$ cat src/hw/rtl/assert_macros.svh
// Assertion macros shared by the RTL of the sector sequencer.
// Depends on nothing; included by modules that assert.
`ifndef ASSERT_MACROS_SVH
`define ASSERT_MACROS_SVH
`ifndef SYNTHESIS
`define ASSERT_CLK(label, clk, rst, prop, msg) \
  label: assert property (@(posedge clk) disable iff (rst) (prop)) else $error(msg);
`define ASSERT_RST(label, clk, prop, msg) \
  label: assert property (@(posedge clk) (prop)) else $error(msg);
`else
`define ASSERT_CLK(label, clk, rst, prop, msg)
`define ASSERT_RST(label, clk, prop, msg)
`endif
`endif

$ cat src/hw/rtl/ata_seq_pkg.sv
// Package for the ATA PIO sector sequencer: item types, phase codes, constants.
// Depends on nothing.
`default_nettype none
package ata_seq_pkg;
  localparam int SectorWordsDefault = 256;
  localparam logic [19:0] PollLimitReset = 20'd1000000;

  localparam logic [2:0] CMD_LOAD  = 3'd0;
  localparam logic [2:0] CMD_READ  = 3'd1;
  localparam logic [2:0] CMD_WRITE = 3'd2;
  localparam logic [2:0] CMD_RET   = 3'd3;
  localparam logic [2:0] CMD_PROBE = 3'd4;

  localparam logic [2:0] ST_OK      = 3'd0;
  localparam logic [2:0] ST_ABSENT  = 3'd1;
  localparam logic [2:0] ST_BUSY    = 3'd2;
  localparam logic [2:0] ST_NODRQ   = 3'd3;
  localparam logic [2:0] ST_BUSYDAT = 3'd4;
  localparam logic [2:0] ST_FLUSH   = 3'd5;

  localparam logic [1:0] OP_PROBE = 2'd0;
  localparam logic [1:0] OP_READ  = 2'd1;
  localparam logic [1:0] OP_WRITE = 2'd2;

  localparam logic [9:0] PORT_DATA = 10'h1F0;
  localparam logic [9:0] PORT_SC   = 10'h1F2;
  localparam logic [9:0] PORT_L0   = 10'h1F3;
  localparam logic [9:0] PORT_L1   = 10'h1F4;
  localparam logic [9:0] PORT_L2   = 10'h1F5;
  localparam logic [9:0] PORT_DRV  = 10'h1F6;
  localparam logic [9:0] PORT_CMD  = 10'h1F7;
  localparam logic [9:0] PORT_CTRL = 10'h3F6;

  localparam logic [7:0] ATA_IDENT_DEV = 8'hEC;
  localparam logic [7:0] ATA_READ      = 8'h20;
  localparam logic [7:0] ATA_WRITE     = 8'h30;
  localparam logic [7:0] ATA_FLUSH     = 8'hE7;
  localparam logic [7:0] DRV_LBA       = 8'hE0;
  localparam logic [7:0] DRV_IDENT     = 8'hA0;
  localparam logic [7:0] CTRL_NIEN     = 8'h02;
  localparam logic [7:0] STAT_FLOAT    = 8'hFF;

  typedef enum logic [5:0] {
    PH_IDLE, I_CTRL, I_DRV, I_DLY1, I_SC, I_L0, I_L1, I_L2, I_CMD, I_DLY2,
    I_ST, I_WNB, I_CHK1, I_CHK2, I_WDRQ, I_DATA,
    T_WNB, T_DRV, T_SC, T_L0, T_L1, T_L2, T_CMD, T_WDRQ, T_RDATA, T_WDATA,
    T_WNB2, T_FLUSH, T_WNB3
  } phase_t;

  typedef struct packed {
    logic [2:0]  command;
    logic [27:0] lba;
    logic [15:0] data;
  } in_item_t;

  typedef struct packed {
    logic        bus_valid;
    logic        bus_write;
    logic        bus_wide;
    logic [9:0]  bus_port;
    logic [15:0] bus_data;
    logic        word_valid;
    logic [15:0] word_out;
    logic        done_res;
    logic [2:0]  status;
    logic        present;
    logic [31:0] sector_count;
  } out_item_t;

  // state visible to the access encoder
  typedef struct packed {
    phase_t      phase;
    logic [1:0]  op;
    logic [27:0] lba;
  } seq_view_t;
endpackage
`default_nettype wire

$ cat src/hw/rtl/ata_seq_access.sv
// Port access encoder: maps the next phase to one bus access.
// Depends on ata_seq_pkg.
`default_nettype none
module ata_seq_access (
  input  wire ata_seq_pkg::seq_view_t view,
  input  wire [15:0]                  wbuf_word,
  output logic                        acc_write,
  output logic                        acc_wide,
  output logic [9:0]                  acc_port,
  output logic [15:0]                 acc_data
);
  import ata_seq_pkg::*;

  always_comb begin
    acc_port = PORT_CMD;
    acc_data = '0;
    acc_write = 1'b1;
    acc_wide = 1'b0;
    case (view.phase)
      I_CTRL: begin acc_port = PORT_CTRL; acc_data = {8'h00, CTRL_NIEN}; end
      I_DRV: begin acc_port = PORT_DRV; acc_data = {8'h00, DRV_IDENT}; end
      I_DLY1, I_DLY2: begin acc_port = PORT_CTRL; acc_write = 1'b0; end
      I_SC: acc_port = PORT_SC;
      I_L0: acc_port = PORT_L0;
      I_L1: acc_port = PORT_L1;
      I_L2: acc_port = PORT_L2;
      I_CMD: acc_data = {8'h00, ATA_IDENT_DEV};
      I_CHK1: begin acc_port = PORT_L1; acc_write = 1'b0; end
      I_CHK2: begin acc_port = PORT_L2; acc_write = 1'b0; end
      I_DATA, T_RDATA: begin
        acc_port = PORT_DATA; acc_write = 1'b0; acc_wide = 1'b1;
      end
      T_DRV: begin
        acc_port = PORT_DRV;
        acc_data = {8'h00, DRV_LBA | {4'h0, view.lba[27:24]}};
      end
      T_SC: begin acc_port = PORT_SC; acc_data = 16'd1; end
      T_L0: begin acc_port = PORT_L0; acc_data = {8'h00, view.lba[7:0]}; end
      T_L1: begin acc_port = PORT_L1; acc_data = {8'h00, view.lba[15:8]}; end
      T_L2: begin acc_port = PORT_L2; acc_data = {8'h00, view.lba[23:16]}; end
      T_CMD: acc_data = {8'h00, (view.op == OP_WRITE) ? ATA_WRITE : ATA_READ};
      T_WDATA: begin acc_port = PORT_DATA; acc_wide = 1'b1; acc_data = wbuf_word; end
      T_FLUSH: acc_data = {8'h00, ATA_FLUSH};
      default: acc_write = 1'b0;
    endcase
  end
endmodule
`default_nettype wire

$ cat config.mk
export PLATFORM = sky130hd
export DESIGN_NAME = ata_seq_access
export DESIGN_NICKNAME = d
export VERILOG_FILES = /design/src/hw/rtl/assert_macros.svh /design/src/hw/rtl/ata_seq_pkg.sv /design/src/hw/rtl/ata_seq_access.sv
export SDC_FILE = /design/constraint.sdc
export NUM_CORES = 1
export LEC_CHECK = 0
export BUFFER_PORTS_ARGS = -buffer_cell sky130_fd_sc_hd__buf_2
export CORE_MARGIN = 2
export CORE_UTILIZATION = 41
export DETAILED_ROUTE_END_ITERATION = 10
export PLACE_DENSITY = 0.9
export SLEW_MARGIN = 20
export SYNTH_ARGS = -nofsm -noshare
export SYNTH_HDL_FRONTEND = slang
export SYNTH_SLANG_ARGS = --single-unit
export TNS_END_PERCENT = 20
$ cat constraint.sdc
create_clock -name vclk -period 3.3
set_input_delay 0.66 -clock vclk [all_inputs]
set_output_delay 0.66 -clock vclk [all_outputs]
set_load 0.1 [all_outputs]
# --- After elaboration in Yosys (flattened, before gate mapping) ---
# Cells that the tools add are included.
word_totals:
  ff_bits: 0
  in_bits: 52
  output_inout_bits: 28
  elab_cells: 35
classes:
  n_eq_ne: 22
  muxes: 5
  reduce_logical: 8
ops:
  columns: ["operator", "n"]
  rows:
  - ["$pmux 16 s11", 1]
  - ["$pmux 10 s7", 1]
  - ["$eq 6x5->1 const B", 9]
  - ["$eq 6x4->1 const B", 5]
  - ["$eq 6x3->1 const B", 4]
  - ["$reduce_or 15->1", 1]
  - ["$eq 6x2->1 const B", 2]
  - ["$reduce_or 3->1", 4]
  - ["$eq 6x1->1 const B", 1]
  - ["$reduce_or 2->1", 3]
  - ["$mux 5", 1]
  - ["$eq 2x2->1 const B", 1]
  - ["$mux 1", 2]

# --- Depth between registers and ports, before layout ---
# Gate-level depths: netlist of the first run.
depth:
  word_depth: 3
  mapped_depth: 6
  depth_no_buf: 4

# --- Worst setup path after synthesis of the first run ---
# Ideal clock, no wire load.
synth_path:
  path_kind: "in2out"
  from: "input port view[31] (netlist name)"
  to: "output port acc_data[6]"
  arrival_time_ps: 3693
  required_time_ps: 2640
  path_slack_ps: -1053
  cell_stages: 5
  n_path_buf: 1
  path_cell_list: "buf_6 -> or4b_1 -> o21ai_0 -> a31oi_1 -> o311ai_1"
synth_between:
  elab_chain_cells: 2
  word_cells_on_any_way: 12
  cone_classes: "eq/ne (11); mux (1)"
synth_rtl:
  columns: ["item", "line", "rtl"]
  rows:
  - ["from (decl)", "ata_seq_access.sv:5", "input wire ata_seq_pkg::seq_view_t view,"]
  - ["$eq 6x5->1 (tied with other cells)", "ata_seq_access.sv:19", "case (view.phase)"]
  - ["$pmux 16 s11 (*)", "ata_seq_access.sv:19", null]
  - ["to (decl)", "ata_seq_access.sv:10", "output logic [15:0] acc_data"]
# Mark *: on every way between the ends. The rest lies on a longest branch, timed or not.

# --- Worst setup path after layout of the first run ---
layout_path:
  from: "input port view[33] (netlist name)"
  to: "output port acc_data[3]"
# The elaborated chain is that of the path after synthesis.

==> flow_summary.yaml, run 1 <==
run_status:
  status: "finished clean"
setup_path:
  end_kind: "output pin"
  crit_end: "acc_data[3]"
  critPathKind: "in -> out"
  cp-start-kind: "input port"
  crit_arrival_ns: 2.37
  required_ns: 2.64
  cp_max_fo: 20
  crit_start: "view[33]"
die:
  start_util_pct: 44.9
  core-area_mm2: 0.00178
  fp.dieH_um: 48.2
  rows: 15
  chipWidth_um: 48.2
  io_pins: 80
  die-area_mm2: 0.00232
placement:
  gp_congestion: 0.889
  dp_hpwl_um: 2290
  placed_area_mm2: 0.00115
  portBuffers: 74
clocking:
  cts_resized: 0
  hold_buffers: 0
  cts_setup_buffers: 0
logic_synthesis:
  syn_avg_cell_area_um2: 6.46
  synth_area_um2: 801
  seq_area_frac_synth_pct: 0
  synth_warnings: 0
  netlist_instances: 124
  ys_types: 42
timing:
  rsz0062_at_grt: "false"
  setup_viol: 0
  period_share_pct: 91.8
  finalMaxSlewViolations: 0
  hold_ws_ns: 1.75
  maxSlewHeadroom_pct: 63.6
  tightest_slew_ns: 0.546
  finalCriticalPeriod_ns: 3.03
  hold_violations: 0
  timing.fmax_mhz: 330
  fin_tns_setup_ns: 0
global_routing:
  grt_pass1_vias: 827
  met3_usage_pct: 0
  grt_max_degree: 24
  antenna_found_initial: 0
  grt_overflow: 0
  grt_use_total_pct: 20.7
  met1_usage_pct: 29.5
  grt_util_met2_pct: 36.6
  grt-busiest-layer: "met2"
  grt_pass1_wl_um: 3610
route:
  wl_um: 2880
  routed-via-count: 1195
  drc_errors: 0
  drtIter0Drc: 58
  vias_per_cell: 5.64
  routedWlPerCell_um: 13.6
  drt-pass1-iter-count: 4
  ant_nets: 0
power:
  switchingPower_uw: 151
  power_density_mw_per_mm2: 178
  ir_worst_vdd_uv: 101
  power_frac_comb_pct: 100.0
  p_seq_share_pct: 0
  p_leak_nw: 0.605
  p_sw_share_pct: 73.6
  p_int_uw: 54.1
  clockPowerShare_pct: 0
worst_hold_path:
  hold_class: "in -> out"
final_layout:
  final_cell_mix: "buf_2 (73), a22oi_1 (12), and2_1 (9), nor2_1 (9), nand2_1 (8)"
  seq_area_um2: 0
  clockBufferCount: 0
  nFillCells: 152
  stdcell_area_mm2: 0.00115
  nNetsFinal: 241
  seq_cells: 0
  area_growth_syn_to_layout_pct: 43.9
  final_common_cell: "buf_2"
  drive_gt1_share_pct: 43.9
  diodes: 0
run:
  cap_violations: 0
-- how the worst min path moves through the flow --
stage,startpoint,to,cells past startpoint
after floorplan,view[14],acc_data[6],2
after global placement,view[14],acc_data[6],4
after detailed placement,view[14],acc_data[6],4
after CTS,view[14],acc_data[6],4
after global routing,view[14],acc_data[6],4
final,view[14],acc_data[6],4
-- metrics by stage --
| step | util (%) | worst slack (ns) | total power, mW | std cells |
|---|---|---|---|---|
| floorplan | - | 0.0231 | 0.162 | 128 |
| detailed placement | 64.6 | 0.262 | 0.203 | 212 |
| global route | 64.6 | 0.0935 | 0.216 | 212 |
| CTS | 64.6 | 0.260 | 0.204 | 212 |
| global placement | 64.6 | 0.372 | 0.200 | 212 |
| finish | 64.6 | 0.271 | 0.205 | 212 |
-- power by group through the flow --
stage	clock [mW]	combinational, mW	sequential [mW]
finish	0	0.205	0
floorplan	0	0.162	0
global placement	0	0.200	0
detailed placement	0	0.203	0
CTS	0	0.204	0
global route	0	0.216	0
-- layout make-up --
cell class         instances  area [µm²]  area share (%)
inverters                  5        18.8            1.63
well taps                 25        31.3            2.71
repair buffers            76         400            34.7
multi-input cells        106         702            60.9
-- worst max-delay path, cell delays in order --
cell,delay [ns]
buf_2,0.28
nand2b_1,0.19
nor2_2,0.49
a222oi_1,0.22
nand2_1,0.10
buf_2,0.42
-- logic make-up after synthesis --
| family | count (synthesis) | share of synthesized area (%) |
|---|---|---|
| compound gates | 40 | 36.1 |
| xor+xnor | 2 | 2.19 |
| buf+inv | 22 | 16.4 |
| mux | 2 | 2.50 |
| other cells | 2 | 0.938 |
| simple gates | 56 | 41.9 |
-- Yosys cell counts (all sizes together) (3+ instances only) --
cell / n / share of area [%]
o21ai: 7 / 4.4
o22ai: 4 / 3.1
and3: 3 / 2.3
inv: 5 / 2.3
nand2: 8 / 3.8
nand3: 4 / 2.5
nor3: 6 / 4.4
and2: 9 / 7.0
buf: 16 / 14
a22oi: 12 / 11
nand2b: 7 / 5.5
nor2: 10 / 5.0
-- metal layers --
metal / wire length (µm) / part of all wire [%] / up-vias
met5: 0 / 0 / -
met4: 23 / 0.80 / 0
met3: 282 / 9.8 / 4
met2: 1460 / 51 / 80
met1: 1120 / 39 / 526
li1: - / - / 585
(Power assumes the default switching activity.)
==> run 2: changes to the inputs <==
BUFFER_PORTS_ARGS = default   (was -buffer_cell sky130_fd_sc_hd__buf_2)
CORE_UTILIZATION = 60   (was 41)
DONT_BUFFER_PORTS = 1   (was default)
PLACE_DENSITY = 0.76   (was 0.9)
==> run 2 against run 1 <==
  * Final cell count shrank 30%
  * Power shrank 20%
  * Critical path depth shrank 1
  * Flip-flop and latch count is the same
  * Critical path type unchanged
  * Highest routed layer is now met3
==> flow_summary.yaml, run 2 (synthesis results as in run 1) <==
run_status:
  status: "finished clean"
final_layout:
  diodes: 0
  nFillCells: 126
  seq_area_um2: 0
  final_cell_mix: "buf_4 (21), a22oi_1 (12), and2_1 (9), nand2_1 (8), nor2_1 (8)"
  multiInputGateArea_um2: 716
  seq_cells: 0
  clockBufferCount: 0
  final_common_cell: "buf_4"
  drive_gt1_share_pct: 24.1
  fin_cells: 148
  area_growth_syn_to_layout_pct: 16.9
  nNetsFinal: 187
power:
  power_frac_comb_pct: 100.0
  switchingPower_uw: 124
  ir_worst_vdd_uv: 156
  power_density_mw_per_mm2: 175
  p_int_uw: 39.0
  p_sw_share_pct: 76.1
  clockPowerShare_pct: 0
  p_leak_nw: 0.404
  p_seq_share_pct: 0
timing:
  fin_tns_setup_ns: 0
  fin_ws_ns: 0.653
  maxSlewHeadroom_pct: 63.2
  period_share_pct: 80.2
  finalMaxSlewViolations: 0
  tightest_slew_ns: 0.550
  finalCriticalPeriod_ns: 2.65
  rsz0062_at_grt: "false"
  hold_violations: 0
  timing.fmax_mhz: 378
  setup_viol: 0
route:
  routed-via-count: 977
  drt-pass1-iter-count: 4
  routedWlPerCell_um: 16.2
  drtIter0Drc: 33
  ant_nets: 0
  drc_errors: 0
  wl_um: 2400
  vias_per_cell: 6.60
clocking:
  hold_buffers: 0
  cts_resized: 0
  cts_setup_buffers: 0
setup_path:
  critPathKind: "in -> out"
  critPathTopFamily: "simple AND/OR/NAND/NOR gates"
  required_ns: 2.64
  cp_max_fo: 17
  cp-start-kind: "input port"
  crit_buf_inv: 1
  crit_arrival_ns: 1.99
  slowest_delay_ns: 0.47
  end_kind: "output pin"
  cpMaxStageDelayCell: "nor2_2"
  crit_path_cell_trace: "nand2b_1, nor2_2, a22oi_1, o311ai_4, buf_4"
die:
  start_util_pct: 63.1
  io_pins: 80
  rows: 13
  chipWidth_um: 40.5
  die-area_mm2: 0.00164
  core-area_mm2: 0.00127
  fp.dieH_um: 40.5
placement:
  portBuffers: 0
  dp_slack_ns: 0.684
  gp_congestion: 0.911
  dp_cells: 148
  dp_hpwl_um: 1860
global_routing:
  grt_pass1_vias: 674
  grt_max_degree: 30
  grt_use_total_pct: 26.6
  grt_overflow: 0
  grt_pass1_wl_um: 3120
  antenna_found_initial: 0
worst_hold_path:
  hold_class: "in -> out"
run:
  cap_violations: 0
## run 2: changes by cell type in the layout (fill, tap and decap cells not counted)
| cell | change |
|---|---|
| clkbuf_16 | +1 |
| buf_2 | -73 |
| buf_4 | +19 |
| o21ai_2 | +3 |
| o21ai_1 | -3 |
| nor2_2 | +1 |
| buf_12 | -1 |
| nor2_1 | -1 |
## run 2: cell type report
type,instances,share of cell area (%)
inverter,5,2.01
multi-input combinational,106,76.5
tap,15,2.01
timing repair buffer,22,19.5
## run 2: layer usage
metal  global-route usage [%]  part of all wire, %
met4                        0                    0
met2                     43.7                   50
met5                        0                    0
met1                     39.4                   40
met3                     1.67                  9.1
## run 2: final timing paths
kind | startpoint | end | slack [ns] | cells past startpoint
max | view[32] | acc_data[6] | 0.65 | 5
min | view[35] | acc_write | 1.56 | 2
## run 2: power by group through the flow
stage,registers [mW],logic (mW),clock network (mW)
final,0,0.163,0
after global routing,0,0.170,0
after CTS,0,0.163,0
after detailed placement,0,0.163,0
after global placement,0,0.162,0
after floorplan,0,0.162,0
## run 2: through the flow
stage | total power [mW] | hold slack (ns) | utilization (%) | area, µm²
after global routing | 0.170 | 1.57 | 73.8 | 936
after CTS | 0.163 | 1.56 | 73.8 | 936
final | 0.163 | 1.56 | 73.8 | 936
after floorplan | 0.162 | 1.67 | - | 833
after detailed placement | 0.163 | 1.56 | 73.8 | 936
after global placement | 0.162 | 1.56 | 73.8 | 936
